<file path="config.mk">
export PLATFORM = sky130hd
export DESIGN_NAME = ppm_stream_decoder
export DESIGN_NICKNAME = d
export VERILOG_FILES = /design/src/rtl/ppmd_pkg.sv /design/src/rtl/ppm_stream_decoder.sv /design/src/rtl/ppmd_div.sv
export SDC_FILE = /design/constraint.sdc
export NUM_CORES = 1
export LEC_CHECK = 0
export BUFFER_PORTS_ARGS = -buffer_cell sky130_fd_sc_hd__buf_2
export CAP_MARGIN = 10
export CORE_MARGIN = 2
export CORE_UTILIZATION = 64
export CTS_CLUSTER_DIAMETER = 120
export DETAILED_ROUTE_END_ITERATION = 8
export PLACE_DENSITY_LB_ADDON = 0.2
export SKIP_LAST_GASP = 1
export SYNTH_ARGS = -nofsm -noshare
export SYNTH_HDL_FRONTEND = slang
export SYNTH_SLANG_ARGS = --single-unit
</file>
<file path="constraint.sdc">
create_clock -name clk -period 21.7 [get_ports clk]
set_clock_uncertainty 0.1 [all_clocks]
set_input_delay 1.085 -clock clk [delete_from_list [all_inputs] [get_ports clk]]
set_output_delay 1.085 -clock clk [all_outputs]
set_load 0.02 [all_outputs]
</file>
<file path="src/rtl/ppmd_pkg.sv">
// ----------------------------------------------------------------------------
// ppmd_pkg
// Shared types and constants for the PPM stream decoder.
// ----------------------------------------------------------------------------
package ppmd_pkg;

  // largest accepted width or height is 2^DIM_BITS-1
  localparam int DIM_BITS = 16;
  localparam logic [16:0] DIM_MAX = 17'((64'd1 << DIM_BITS) - 64'd1);
  localparam logic [16:0] NUM_MAX = 17'd65535;
  localparam logic [16:0] NUM_SAT = 17'd65536;

  // result kinds
  localparam logic [1:0] K_COMP   = 2'd0;
  localparam logic [1:0] K_HEADER = 2'd1;
  localparam logic [1:0] K_ERROR  = 2'd2;
  localparam logic [1:0] K_DONE   = 2'd3;

  // channels
  localparam logic [1:0] CH_RED   = 2'd0;
  localparam logic [1:0] CH_BLUE  = 2'd2;
  localparam logic [1:0] CH_ALPHA = 2'd3;

  // error codes
  localparam logic [2:0] E_NONE    = 3'd0;
  localparam logic [2:0] E_MAGIC   = 3'd1;
  localparam logic [2:0] E_NUMBER  = 3'd2;
  localparam logic [2:0] E_MAXVAL  = 3'd3;
  localparam logic [2:0] E_ZERO    = 3'd4;
  localparam logic [2:0] E_EARLY   = 3'd5;

  // characters
  localparam logic [7:0] C_P    = 8'h50;
  localparam logic [7:0] C_6    = 8'h36;
  localparam logic [7:0] C_3    = 8'h33;
  localparam logic [7:0] C_0    = 8'h30;
  localparam logic [7:0] C_9    = 8'h39;
  localparam logic [7:0] C_HASH = 8'h23;
  localparam logic [7:0] C_LF   = 8'h0A;
  localparam logic [7:0] C_TAB  = 8'h09;
  localparam logic [7:0] C_CR   = 8'h0D;
  localparam logic [7:0] C_SP   = 8'h20;

  // token flag bits
  localparam int TF_STARTED = 0;
  localparam int TF_BAD     = 1;
  localparam int TF_PENDING = 2;

  // parse phase
  typedef enum logic [2:0] {
    PH_MAGIC  = 3'd0,
    PH_WIDTH  = 3'd1,
    PH_HEIGHT = 3'd2,
    PH_MAXVAL = 3'd3,
    PH_P6DATA = 3'd4,
    PH_P3DATA = 3'd5,
    PH_DONE   = 3'd6,
    PH_ERROR  = 3'd7
  } phase_t;

  // sequencer
  typedef enum logic [2:0] {
    S_IDLE = 3'b001,
    S_DIV  = 3'b010,
    S_EMIT = 3'b100
  } seq_t;

  // one queued result (value comes from kind, channel and the divider quotient)
  typedef struct packed {
    logic [1:0] kind;
    logic [1:0] chan;
    logic [2:0] err;
  } res_t;

  // divider control and status
  typedef struct packed {
    logic start;
  } div_ctl_t;

  typedef struct packed {
    logic done;
  } div_sts_t;

endpackage

</file>
<file path="src/rtl/ppm_stream_decoder.sv">
// ----------------------------------------------------------------------------
// ppm_stream_decoder
// Decodes a P6 or P3 PPM byte stream into header, RGBA component,
// error and completion results.
// ----------------------------------------------------------------------------
// Usage:
//   Input channel: data_byte/end_of_file with in_valid, in_stall. One file
//   byte per request; end_of_file marks the last byte of a file.
//   Output channel: kind, value, channel, img_width, img_height, error_code,
//   last with out_valid, out_stall. A byte gives zero to three results;
//   last marks the final one of a byte.
//   Flow: a byte that gives no result leaves in_stall low. A byte with
//   results moves them one after another into the output register; a
//   byte that yields a component first waits for the scaling divider
//   (eight quotient bits and the hand-over). in_stall is high until all
//   results of the current byte are in the output register.
//   Reset (rst, synchronous) returns the parser to expecting the magic and
//   empties the output register. A stalled receiver holds the output
//   register and, through it, the whole block.
// ----------------------------------------------------------------------------
module ppm_stream_decoder (
  input  logic        clk,
  input  logic        rst,
  input  logic        in_valid,
  output logic        in_stall,
  input  logic [7:0]  data_byte,
  input  logic        end_of_file,
  output logic        out_valid,
  input  logic        out_stall,
  output logic [1:0]  kind,
  output logic [7:0]  value,
  output logic [1:0]  channel,
  output logic [15:0] img_width,
  output logic [15:0] img_height,
  output logic [2:0]  error_code,
  output logic        last
);

  ppmd_pkg::seq_t   st;
  ppmd_pkg::phase_t ph, ph_next;
  logic        ascii, ascii_next;
  logic        in_cmt, in_cmt_next;
  logic [16:0] tok_val, tok_val_next;
  logic [2:0]  tok_flg, tok_flg_next;
  logic [15:0] wid, wid_next;
  logic [15:0] hgt, hgt_next;
  logic [15:0] maxv, maxv_next;
  logic [33:0] comp_left, comp_left_next;
  logic [1:0]  chan_cnt, chan_cnt_next;

  ppmd_pkg::res_t res_next [3];
  ppmd_pkg::res_t res_q    [3];
  logic [1:0]  nres_next, nres;
  logic [1:0]  eidx;
  logic        samp;
  logic [15:0] samp_v;
  logic [15:0] res_w, res_h;
  logic        accept;
  logic        out_free;

  ppmd_pkg::div_ctl_t div_ctl;
  ppmd_pkg::div_sts_t div_sts;
  logic [23:0] div_num;
  logic [7:0]  quot;

  assign accept   = in_valid && !in_stall;
  assign in_stall = st != ppmd_pkg::S_IDLE;
  assign out_free = !out_valid || !out_stall;

  // parse step for one byte
  always_comb begin
    logic        do_end;
    logic        bad;
    logic [16:0] tv;
    logic [20:0] acc;
    logic [31:0] area;
    logic        is_space;
    ph_next        = ph;
    ascii_next     = ascii;
    in_cmt_next    = in_cmt;
    tok_val_next   = tok_val;
    tok_flg_next   = tok_flg;
    wid_next       = wid;
    hgt_next       = hgt;
    maxv_next      = maxv;
    comp_left_next = comp_left;
    chan_cnt_next  = chan_cnt;
    nres_next      = 2'd0;
    samp           = 1'b0;
    samp_v         = 16'd0;
    do_end         = 1'b0;
    bad            = 1'b0;
    tv             = 17'd0;
    acc            = 21'd0;
    area           = {16'd0, wid} * {16'd0, hgt};
    for (int i = 0; i < 3; i++) res_next[i] = '0;
    is_space = (data_byte == ppmd_pkg::C_SP) ||
               ((data_byte >= ppmd_pkg::C_TAB) && (data_byte <= ppmd_pkg::C_CR));

    // byte handling
    if (ph == ppmd_pkg::PH_P6DATA) begin
      if (maxv > 16'd255) begin
        if (tok_flg[ppmd_pkg::TF_PENDING]) begin
          tok_flg_next[ppmd_pkg::TF_PENDING] = 1'b0;
          samp         = 1'b1;
          samp_v       = {tok_val[7:0], data_byte};
          tok_val_next = 17'd0;
        end else begin
          tok_val_next = {9'd0, data_byte};
          tok_flg_next[ppmd_pkg::TF_PENDING] = 1'b1;
        end
      end else begin
        samp   = 1'b1;
        samp_v = {8'd0, data_byte};
      end
    end else if (ph != ppmd_pkg::PH_DONE && ph != ppmd_pkg::PH_ERROR) begin
      if (in_cmt) begin
        if (data_byte == ppmd_pkg::C_LF) in_cmt_next = 1'b0;
      end else if (is_space) begin
        if (tok_flg[ppmd_pkg::TF_STARTED]) do_end = 1'b1;
      end else if (!tok_flg[ppmd_pkg::TF_STARTED] && data_byte == ppmd_pkg::C_HASH) begin
        in_cmt_next = 1'b1;
      end else begin
        tok_flg_next[ppmd_pkg::TF_STARTED] = 1'b1;
        if (ph == ppmd_pkg::PH_MAGIC) begin
          if (tok_val == 17'd0) begin
            if (data_byte != ppmd_pkg::C_P) tok_flg_next[ppmd_pkg::TF_BAD] = 1'b1;
          end else if (tok_val == 17'd1) begin
            if (data_byte == ppmd_pkg::C_6) ascii_next = 1'b0;
            else if (data_byte == ppmd_pkg::C_3) ascii_next = 1'b1;
            else tok_flg_next[ppmd_pkg::TF_BAD] = 1'b1;
          end else begin
            tok_flg_next[ppmd_pkg::TF_BAD] = 1'b1;
          end
          if (tok_val < 17'd3) tok_val_next = tok_val + 17'd1;
        end else if (data_byte < ppmd_pkg::C_0 || data_byte > ppmd_pkg::C_9) begin
          tok_flg_next[ppmd_pkg::TF_BAD] = 1'b1;
        end else begin
          acc = ({4'd0, tok_val} << 3) + ({4'd0, tok_val} << 1) +
                {13'd0, 8'(data_byte - ppmd_pkg::C_0)};
          tok_val_next = (acc > 21'(ppmd_pkg::NUM_MAX)) ? ppmd_pkg::NUM_SAT : acc[16:0];
        end
      end
    end

    // end of file closes an open token
    if (end_of_file && ph != ppmd_pkg::PH_P6DATA && ph != ppmd_pkg::PH_DONE &&
        ph != ppmd_pkg::PH_ERROR && tok_flg_next[ppmd_pkg::TF_STARTED])
      do_end = 1'b1;

    // token end
    if (do_end) begin
      tv           = tok_val_next;
      bad          = tok_flg_next[ppmd_pkg::TF_BAD];
      tok_flg_next = 3'd0;
      tok_val_next = 17'd0;
      case (ph)
        ppmd_pkg::PH_MAGIC: begin
          if (bad || tv != 17'd2) begin
            res_next[nres_next] = '{ppmd_pkg::K_ERROR, ppmd_pkg::CH_RED, ppmd_pkg::E_MAGIC};
            nres_next = nres_next + 2'd1;
            ph_next   = ppmd_pkg::PH_ERROR;
          end else ph_next = ppmd_pkg::PH_WIDTH;
        end
        ppmd_pkg::PH_WIDTH, ppmd_pkg::PH_HEIGHT: begin
          if (bad || tv > ppmd_pkg::NUM_MAX || tv > ppmd_pkg::DIM_MAX) begin
            res_next[nres_next] = '{ppmd_pkg::K_ERROR, ppmd_pkg::CH_RED, ppmd_pkg::E_NUMBER};
            nres_next = nres_next + 2'd1;
            ph_next   = ppmd_pkg::PH_ERROR;
          end else if (ph == ppmd_pkg::PH_WIDTH) begin
            wid_next = tv[15:0];
            ph_next  = ppmd_pkg::PH_HEIGHT;
          end else begin
            hgt_next = tv[15:0];
            ph_next  = ppmd_pkg::PH_MAXVAL;
          end
        end
        ppmd_pkg::PH_MAXVAL: begin
          if (bad || tv > ppmd_pkg::NUM_MAX) begin
            res_next[nres_next] = '{ppmd_pkg::K_ERROR, ppmd_pkg::CH_RED, ppmd_pkg::E_NUMBER};
            nres_next = nres_next + 2'd1;
            ph_next   = ppmd_pkg::PH_ERROR;
          end else if (tv == 17'd0) begin
            res_next[nres_next] = '{ppmd_pkg::K_ERROR, ppmd_pkg::CH_RED, ppmd_pkg::E_MAXVAL};
            nres_next = nres_next + 2'd1;
            ph_next   = ppmd_pkg::PH_ERROR;
          end else if (wid == 16'd0 || hgt == 16'd0) begin
            res_next[nres_next] = '{ppmd_pkg::K_ERROR, ppmd_pkg::CH_RED, ppmd_pkg::E_ZERO};
            nres_next = nres_next + 2'd1;
            ph_next   = ppmd_pkg::PH_ERROR;
          end else begin
            maxv_next      = tv[15:0];
            comp_left_next = {1'b0, area, 1'b0} + {2'd0, area};
            chan_cnt_next  = 2'd0;
            res_next[nres_next] = '{ppmd_pkg::K_HEADER, ppmd_pkg::CH_RED, ppmd_pkg::E_NONE};
            nres_next = nres_next + 2'd1;
            ph_next   = ascii ? ppmd_pkg::PH_P3DATA : ppmd_pkg::PH_P6DATA;
          end
        end
        ppmd_pkg::PH_P3DATA: begin
          if (bad || tv > ppmd_pkg::NUM_MAX) begin
            res_next[nres_next] = '{ppmd_pkg::K_ERROR, ppmd_pkg::CH_RED, ppmd_pkg::E_NUMBER};
            nres_next = nres_next + 2'd1;
            ph_next   = ppmd_pkg::PH_ERROR;
          end else begin
            samp   = 1'b1;
            samp_v = tv[15:0];
          end
        end
        default: ;
      endcase
    end

    // component, alpha and completion
    if (samp) begin
      if (samp_v > maxv) samp_v = maxv;
      res_next[nres_next] = '{ppmd_pkg::K_COMP, chan_cnt, ppmd_pkg::E_NONE};
      nres_next = nres_next + 2'd1;
      if (chan_cnt >= ppmd_pkg::CH_BLUE) begin
        res_next[nres_next] = '{ppmd_pkg::K_COMP, ppmd_pkg::CH_ALPHA, ppmd_pkg::E_NONE};
        nres_next     = nres_next + 2'd1;
        chan_cnt_next = 2'd0;
      end else begin
        chan_cnt_next = chan_cnt + 2'd1;
      end
      if (comp_left != 34'd0) comp_left_next = comp_left - 34'd1;
      if (comp_left_next == 34'd0) begin
        res_next[nres_next] = '{ppmd_pkg::K_DONE, ppmd_pkg::CH_RED, ppmd_pkg::E_NONE};
        nres_next = nres_next + 2'd1;
        ph_next   = ppmd_pkg::PH_DONE;
      end
    end

    // file ended before the image was complete
    if (end_of_file && ph_next != ppmd_pkg::PH_DONE && ph_next != ppmd_pkg::PH_ERROR) begin
      res_next[nres_next] = '{ppmd_pkg::K_ERROR, ppmd_pkg::CH_RED, ppmd_pkg::E_EARLY};
      nres_next = nres_next + 2'd1;
      ph_next   = ppmd_pkg::PH_ERROR;
    end
  end

  // parser state
  always_ff @(posedge clk) begin
    if (rst || (accept && end_of_file)) begin
      ph        <= ppmd_pkg::PH_MAGIC;
      ascii     <= 1'b0;
      in_cmt    <= 1'b0;
      tok_val   <= 17'd0;
      tok_flg   <= 3'd0;
      wid       <= 16'd0;
      hgt       <= 16'd0;
      maxv      <= 16'd0;
      comp_left <= 34'd0;
      chan_cnt  <= 2'd0;
    end else if (accept) begin
      ph        <= ph_next;
      ascii     <= ascii_next;
      in_cmt    <= in_cmt_next;
      tok_val   <= tok_val_next;
      tok_flg   <= tok_flg_next;
      wid       <= wid_next;
      hgt       <= hgt_next;
      maxv      <= maxv_next;
      comp_left <= comp_left_next;
      chan_cnt  <= chan_cnt_next;
    end
  end

  // result list of the current request
  always_ff @(posedge clk) begin
    if (accept) begin
      for (int i = 0; i < 3; i++) res_q[i] <= res_next[i];
      nres  <= nres_next;
      res_w <= wid_next;
      res_h <= hgt_next;
    end
  end

  // scaling: v*255/maxval on the shared divider
  assign div_num   = {samp_v, 8'd0} - {8'd0, samp_v};
  assign div_ctl.start = accept && samp;

  ppmd_div u_div (
    .clk  (clk),
    .rst  (rst),
    .ctl  (div_ctl),
    .num  (div_num),
    .den  (maxv_next),
    .sts  (div_sts),
    .quot (quot)
  );

  // sequencer
  always_ff @(posedge clk) begin
    if (rst) begin
      st   <= ppmd_pkg::S_IDLE;
      eidx <= 2'd0;
    end else begin
      case (st)
        ppmd_pkg::S_IDLE: begin
          eidx <= 2'd0;
          if (accept && nres_next != 2'd0)
            st <= samp ? ppmd_pkg::S_DIV : ppmd_pkg::S_EMIT;
        end
        ppmd_pkg::S_DIV: begin
          if (div_sts.done) st <= ppmd_pkg::S_EMIT;
        end
        ppmd_pkg::S_EMIT: begin
          if (out_free) begin
            eidx <= eidx + 2'd1;
            if (eidx == nres - 2'd1) st <= ppmd_pkg::S_IDLE;
          end
        end
        default: st <= ppmd_pkg::S_IDLE;
      endcase
    end
  end

  // output register
  always_ff @(posedge clk) begin
    if (rst) begin
      out_valid <= 1'b0;
    end else begin
      if (out_valid && !out_stall) out_valid <= 1'b0;
      if (st == ppmd_pkg::S_EMIT && out_free) out_valid <= 1'b1;
    end
  end

  always_ff @(posedge clk) begin
    if (st == ppmd_pkg::S_EMIT && out_free) begin
      kind       <= res_q[eidx].kind;
      channel    <= res_q[eidx].chan;
      error_code <= res_q[eidx].err;
      img_width  <= res_w;
      img_height <= res_h;
      last       <= eidx == nres - 2'd1;
      if (res_q[eidx].kind != ppmd_pkg::K_COMP) value <= 8'd0;
      else if (res_q[eidx].chan == ppmd_pkg::CH_ALPHA) value <= 8'd255;
      else value <= quot;
    end
  end

  // checks
  a_alpha_full: assert property (@(posedge clk) disable iff (rst)
    out_valid && kind == ppmd_pkg::K_COMP && channel == ppmd_pkg::CH_ALPHA |-> value == 8'd255)
    else $error("alpha result not 255");

  a_err_code: assert property (@(posedge clk) disable iff (rst)
    out_valid && kind != ppmd_pkg::K_ERROR |-> error_code == ppmd_pkg::E_NONE)
    else $error("error code on non-error result");

  a_emit_idx: assert property (@(posedge clk) disable iff (rst)
    st == ppmd_pkg::S_EMIT |-> eidx < nres)
    else $error("result index beyond list");

  a_div_exit: assert property (@(posedge clk) disable iff (rst)
    st == ppmd_pkg::S_DIV |=> st == ppmd_pkg::S_DIV || st == ppmd_pkg::S_EMIT)
    else $error("divide state left without emitting");

endmodule

</file>
<file path="src/rtl/ppmd_div.sv">
// ----------------------------------------------------------------------------
// ppmd_div
// Restoring divider, one quotient bit per cycle, 8-bit quotient.
// The dividend must be below 256 times the divisor.
// ----------------------------------------------------------------------------
module ppmd_div (
  input  logic              clk,
  input  logic              rst,
  input  ppmd_pkg::div_ctl_t ctl,
  input  logic [23:0]       num,
  input  logic [15:0]       den,
  output ppmd_pkg::div_sts_t sts,
  output logic [7:0]        quot
);

  logic        busy;
  logic [2:0]  cnt;
  logic [15:0] rem;
  logic [7:0]  lo;
  logic [15:0] dvs;
  logic [16:0] trial;
  logic        ge;

  // one compare and subtract step
  assign trial = {rem, lo[7]};
  assign ge    = trial >= {1'b0, dvs};

  always_ff @(posedge clk) begin
    if (rst) begin
      busy     <= 1'b0;
      cnt      <= 3'd0;
      sts.done <= 1'b0;
    end else begin
      sts.done <= 1'b0;
      if (ctl.start) begin
        busy <= 1'b1;
        cnt  <= 3'd0;
      end else if (busy) begin
        cnt <= cnt + 3'd1;
        if (cnt == 3'd7) begin
          busy     <= 1'b0;
          sts.done <= 1'b1;
        end
      end
    end
  end

  // datapath
  always_ff @(posedge clk) begin
    if (ctl.start) begin
      rem  <= num[23:8];
      lo   <= num[7:0];
      dvs  <= den;
      quot <= 8'd0;
    end else if (busy) begin
      rem  <= ge ? 16'(trial - {1'b0, dvs}) : trial[15:0];
      lo   <= {lo[6:0], 1'b0};
      quot <= {quot[6:0], ge};
    end
  end

endmodule
</file>
==> flow_metrics.py <==
metrics = {
    "grt": {
        "grt_max_degree": 82,
        "track_usage_pct": 38.0,
        "antenna_found_initial": 2,
        "grt_first_pass_wirelength_mm": 134,
        "grt_remaining_overflow": 0,
        "via_count_of_the_first_global_routing_pass": 24500,
    },
    "die": {
        "die_area_sq_um": 45000,
        "floorplan.die.width_microns": 212,
        "dieHeight_microns": 212,
        "initial_core_util_pct": 64.6,
        "io_pins": 63,
        "row_count": 76,
        "placeableCoreArea_sq_um": 43000,
    },
    "power_and_ir_drop": {
        "worst_ir_drop_vdd_mv": 0.0732,
        "power_density_nw_per_um2": 65.9,
        "power.sequential.fraction_pct": 34.0,
        "power.combinational.fraction_pct": 40.4,
        "p_int_mw": 1.12,
        "swShare_pct": 41.6,
        "netSwitchingPower_uw": 799,
        "leakage_nw": 12.9,
        "power.share.clock_pct": 25.6,
    },
    "clock_network": {
        "cts_setup_buffers": 0,
        "clock_path_buffers": 3,
        "clock_insertion_delay_worst_skew_ps": 600,
        "cts-buffers-inserted": 30,
        "ctsResizeCount": 0,
        "cts.hold.buffers_added": 0,
        "cts.reportedPaths.clkPinSlew_ps": 60,
        "cts.htree.levels": 1,
        "ctsRootBufferMaster": "sky130_fd_sc_hd__clkbuf_16",
        "cts_tree": "yes",
        "cts_sinks": 268,
    },
    "yosys": {
        "yosys_register_bits": 268,
        "synth_edf_count": 138,
        "syn-instance-count": 3285,
        "most_common_cell_in_the_synthesized_netlist": "sky130_fd_sc_hd__nand2_1",
        "ys_top_cells_by_area": "sky130_fd_sc_hd__edfxtp_1 (15%), sky130_fd_sc_hd__fa_1 (15%), sky130_fd_sc_hd__ha_1 (9.9%)",
        "ys.warnings.count": 0,
        "post_synth_num_cell_types": 121,
        "post-synth-top-area-fraction_pct": 14.9,
        "synth_ff_type": "sky130_fd_sc_hd__edfxtp_1",
        "cell_area_after_synthesis_sq_um": 27800,
        "synth_nets": 3719,
        "seq_area_frac_synth_pct": 24.3,
        "asyncSetResetFlopFracSynth_pct": 0,
        "synth_top_cells_by_count": "sky130_fd_sc_hd__nand2_1 (410), sky130_fd_sc_hd__inv_1 (323), sky130_fd_sc_hd__nor2_1 (244), sky130_fd_sc_hd__ha_1 (219), sky130_fd_sc_hd__a21oi_1 (212)",
        "dominant_cell_type_by_area_after_synthesis": "sky130_fd_sc_hd__edfxtp_1",
        "syn-mean-instance-area_sq_um": 8.45,
    },
    "sta": {
        "hold_viol_final": 0,
        "max-slew-margin-rel_pct": 15.0,
        "fin_setup_tns_ps": 0,
        "max_freq_ghz": 0.0870,
        "post-route-min-period_ps": 11500,
        "rsz0062_at_grt": "no",
        "final.period_utilization_pct": 53.0,
        "drv_slew": 0,
        "finalSetupViolCount": 0,
        "tightestPinTransition_ps": 1270,
    },
    "setup_path": {
        "cp_data_arrival_time_ps": 11860,
        "beginning_of_the_worst_register_to_register_path": "wid[10]$_SDFFE_PP0P_",
        "worstPathRequired_ps": 22060,
        "critical_path.startpoint_type": "register",
        "worst_flop_to_flop_path_endpoint": "res_q[0][3]$_DFFE_PP_",
        "standard_cell_with_the_maximum_stage_delay_on_the_critical_path": "sky130_fd_sc_hd__dfxtp_1",
        "cp_slowest_stage_delay_ps": 950,
        "crit_path_frequent_cell": "sky130_fd_sc_hd__fa_1",
        "cp_max_fo": 19,
        "critical_path_class": "register to register",
        "rrSetupSlack_ps": 10200,
        "reg2reg_depth": 43,
        "cp-end-kind": "register",
    },
    "drt": {
        "first_pass_iters": 8,
        "met2_length_mm": 38.7,
        "drc": 0,
        "post_drt_wl_per_cell_microns": 22.2,
        "initialDrtViolationCount": 2660,
        "wl_met1_mm": 34.0,
        "antenna_viol_nets_final": 0,
        "route.final.wire_length_mm": 85.2,
        "routed-via-count": 24900,
        "post_drt_via_cell_ratio": 6.49,
        "maxUsedRoutingLayer": "met4",
        "wl_met3_mm": 7.79,
    },
    "final_layout": {
        "layout-area-overhead-vs-synth_pct": 5.16,
        "final_net_count": 3662,
        "final_layout_size_suffix_gt1_share_pct": 7.60,
        "final_design_area_no_fill_sq_um": 29200,
        "finalCoreUtilization_pct": 67.9,
    },
    "placement": {
        "detailedPlacementHpwl_mm": 63.9,
        "gp_routability_congestion": 0.960,
        "port_buf_inserts": 62,
        "placed_instance_area_sq_um": 28200,
    },
    "job": {
        "max_cap_violations": 0,
    },
    "outcome": {
        "run_status": "finished, final reports clean",
    },
    "hold_path": {
        "hold_path_startpoint": "res_w[15]$_DFFE_PP_",
        "hold_path_depth": 0,
        "worstHoldPathType": "register to register",
        "worstHoldEndpoint": "img_width[15]$_DFFE_PP_",
    },
}
[area by class of cell]
class	count	area [sq um]
inverter	326	1230
timing repair buffer	96	566
multi-input combinational	2506	19000
clock inverter	13	118
tap	585	732
fill	3577	13800
antenna	2	5.00
clock buffer	41	823
sequential	268	6750
[placed cells by master, fill, tap and decap left out, types with 100 or more instances in the layout]
| cell type | n |
|---|---|
| sky130_fd_sc_hd__and2_1 | 100 |
| sky130_fd_sc_hd__o21ai_0 | 172 |
| sky130_fd_sc_hd__ha_1 | 219 |
| sky130_fd_sc_hd__fa_1 | 202 |
| sky130_fd_sc_hd__edfxtp_1 | 138 |
| sky130_fd_sc_hd__a21oi_1 | 210 |
| sky130_fd_sc_hd__nor2_1 | 244 |
| sky130_fd_sc_hd__inv_1 | 322 |
| sky130_fd_sc_hd__dfxtp_1 | 130 |
| sky130_fd_sc_hd__nand2_1 | 409 |
[per-stage QoR]
step | hold WS, ps | setup WS, ps | cells | power, mW
global placement | 302 | 10720 | 3781 | 1.40
global route | 319 | 9480 | 3837 | 2.00
CTS | 318 | 10340 | 3835 | 1.90
floorplan | 300 | 11400 | 3285 | 1.18
detailed placement | 306 | 10400 | 3781 | 1.41
finish | 315 | 10200 | 3837 | 1.92
[cells by family after synthesis]
family | synth area share (%)
adders and majority gates | 24.6
buffers and inverters | 7.46
AOI/OAI and AO/OA | 18.2
muxes | 2.20
xor gates and xnor gates | 3.35
and+or+nand+nor | 19.9
DFF | 24.3
[power by group through the flow]
| stage | combinational [mW] | sequential [mW] | clock (mW) |
|---|---|---|---|
| CTS | 0.752 | 0.653 | 0.498 |
| floorplan | 0.539 | 0.646 | 0 |
| finish | 0.777 | 0.655 | 0.492 |
| detailed placement | 0.748 | 0.663 | 0 |
| global route | 0.822 | 0.660 | 0.514 |
| global placement | 0.741 | 0.660 | 0 |
[worst max-delay path by stage]
stage,start,to,slack [ps],cells past startpoint
CTS,wid[10]$_SDFFE_PP0P_,res_q[0][3]$_DFFE_PP_,10340,44
floorplan,hgt[6]$_SDFFE_PP0P_,st[1]$_SDFFE_PP0P_,11400,44
detailed placement,wid[10]$_SDFFE_PP0P_,res_q[2][6]$_DFFE_PP_,10400,43
global placement,wid[2]$_SDFFE_PP0P_,st[1]$_SDFFE_PP0P_,10720,39
global route,wid[10]$_SDFFE_PP0P_,res_q[0][3]$_DFFE_PP_,9480,43
finish,wid[10]$_SDFFE_PP0P_,res_q[0][3]$_DFFE_PP_,10200,43
[worst max-delay path, delay by kind of cell, from the launching register on]
family	cells	cell delay, ps
AOI/OAI and AO/OA	18	3720
xor gates and xnor gates	3	730
adders and majority gates	9	3960
buffers and inverters	5	430
DFF	1	950
and+or+nand+nor	8	1450
[flip-flops by register name, summed over array words and instances (netlist names), 3 cells and up, named ones only]
| signal | count |
|---|---|
| comp_left | 34 |
| tok_val | 17 |
| hgt | 16 |
| img_height | 16 |
| img_width | 16 |
| maxv | 16 |
| res_h | 16 |
| res_q | 16 |
| res_w | 16 |
| u_div.dvs | 16 |
| u_div.rem | 16 |
| wid | 16 |
| u_div.lo | 8 |
| u_div.quot | 8 |
| value | 8 |
| error_code | 3 |
| ph | 3 |
| st | 3 |
| tok_flg | 3 |
| u_div.cnt | 3 |
[routing by layer]
| metal | GRT usage [%] | vias up |
|---|---|---|
| met5 | 0 | - |
| met4 | 19.6 | 0 |
| met3 | 5.73 | 276 |
| met2 | 60.7 | 1326 |
| met1 | 50.3 | 12000 |
| li1 | - | 11300 |
Power figures use the tool's default switching activity.
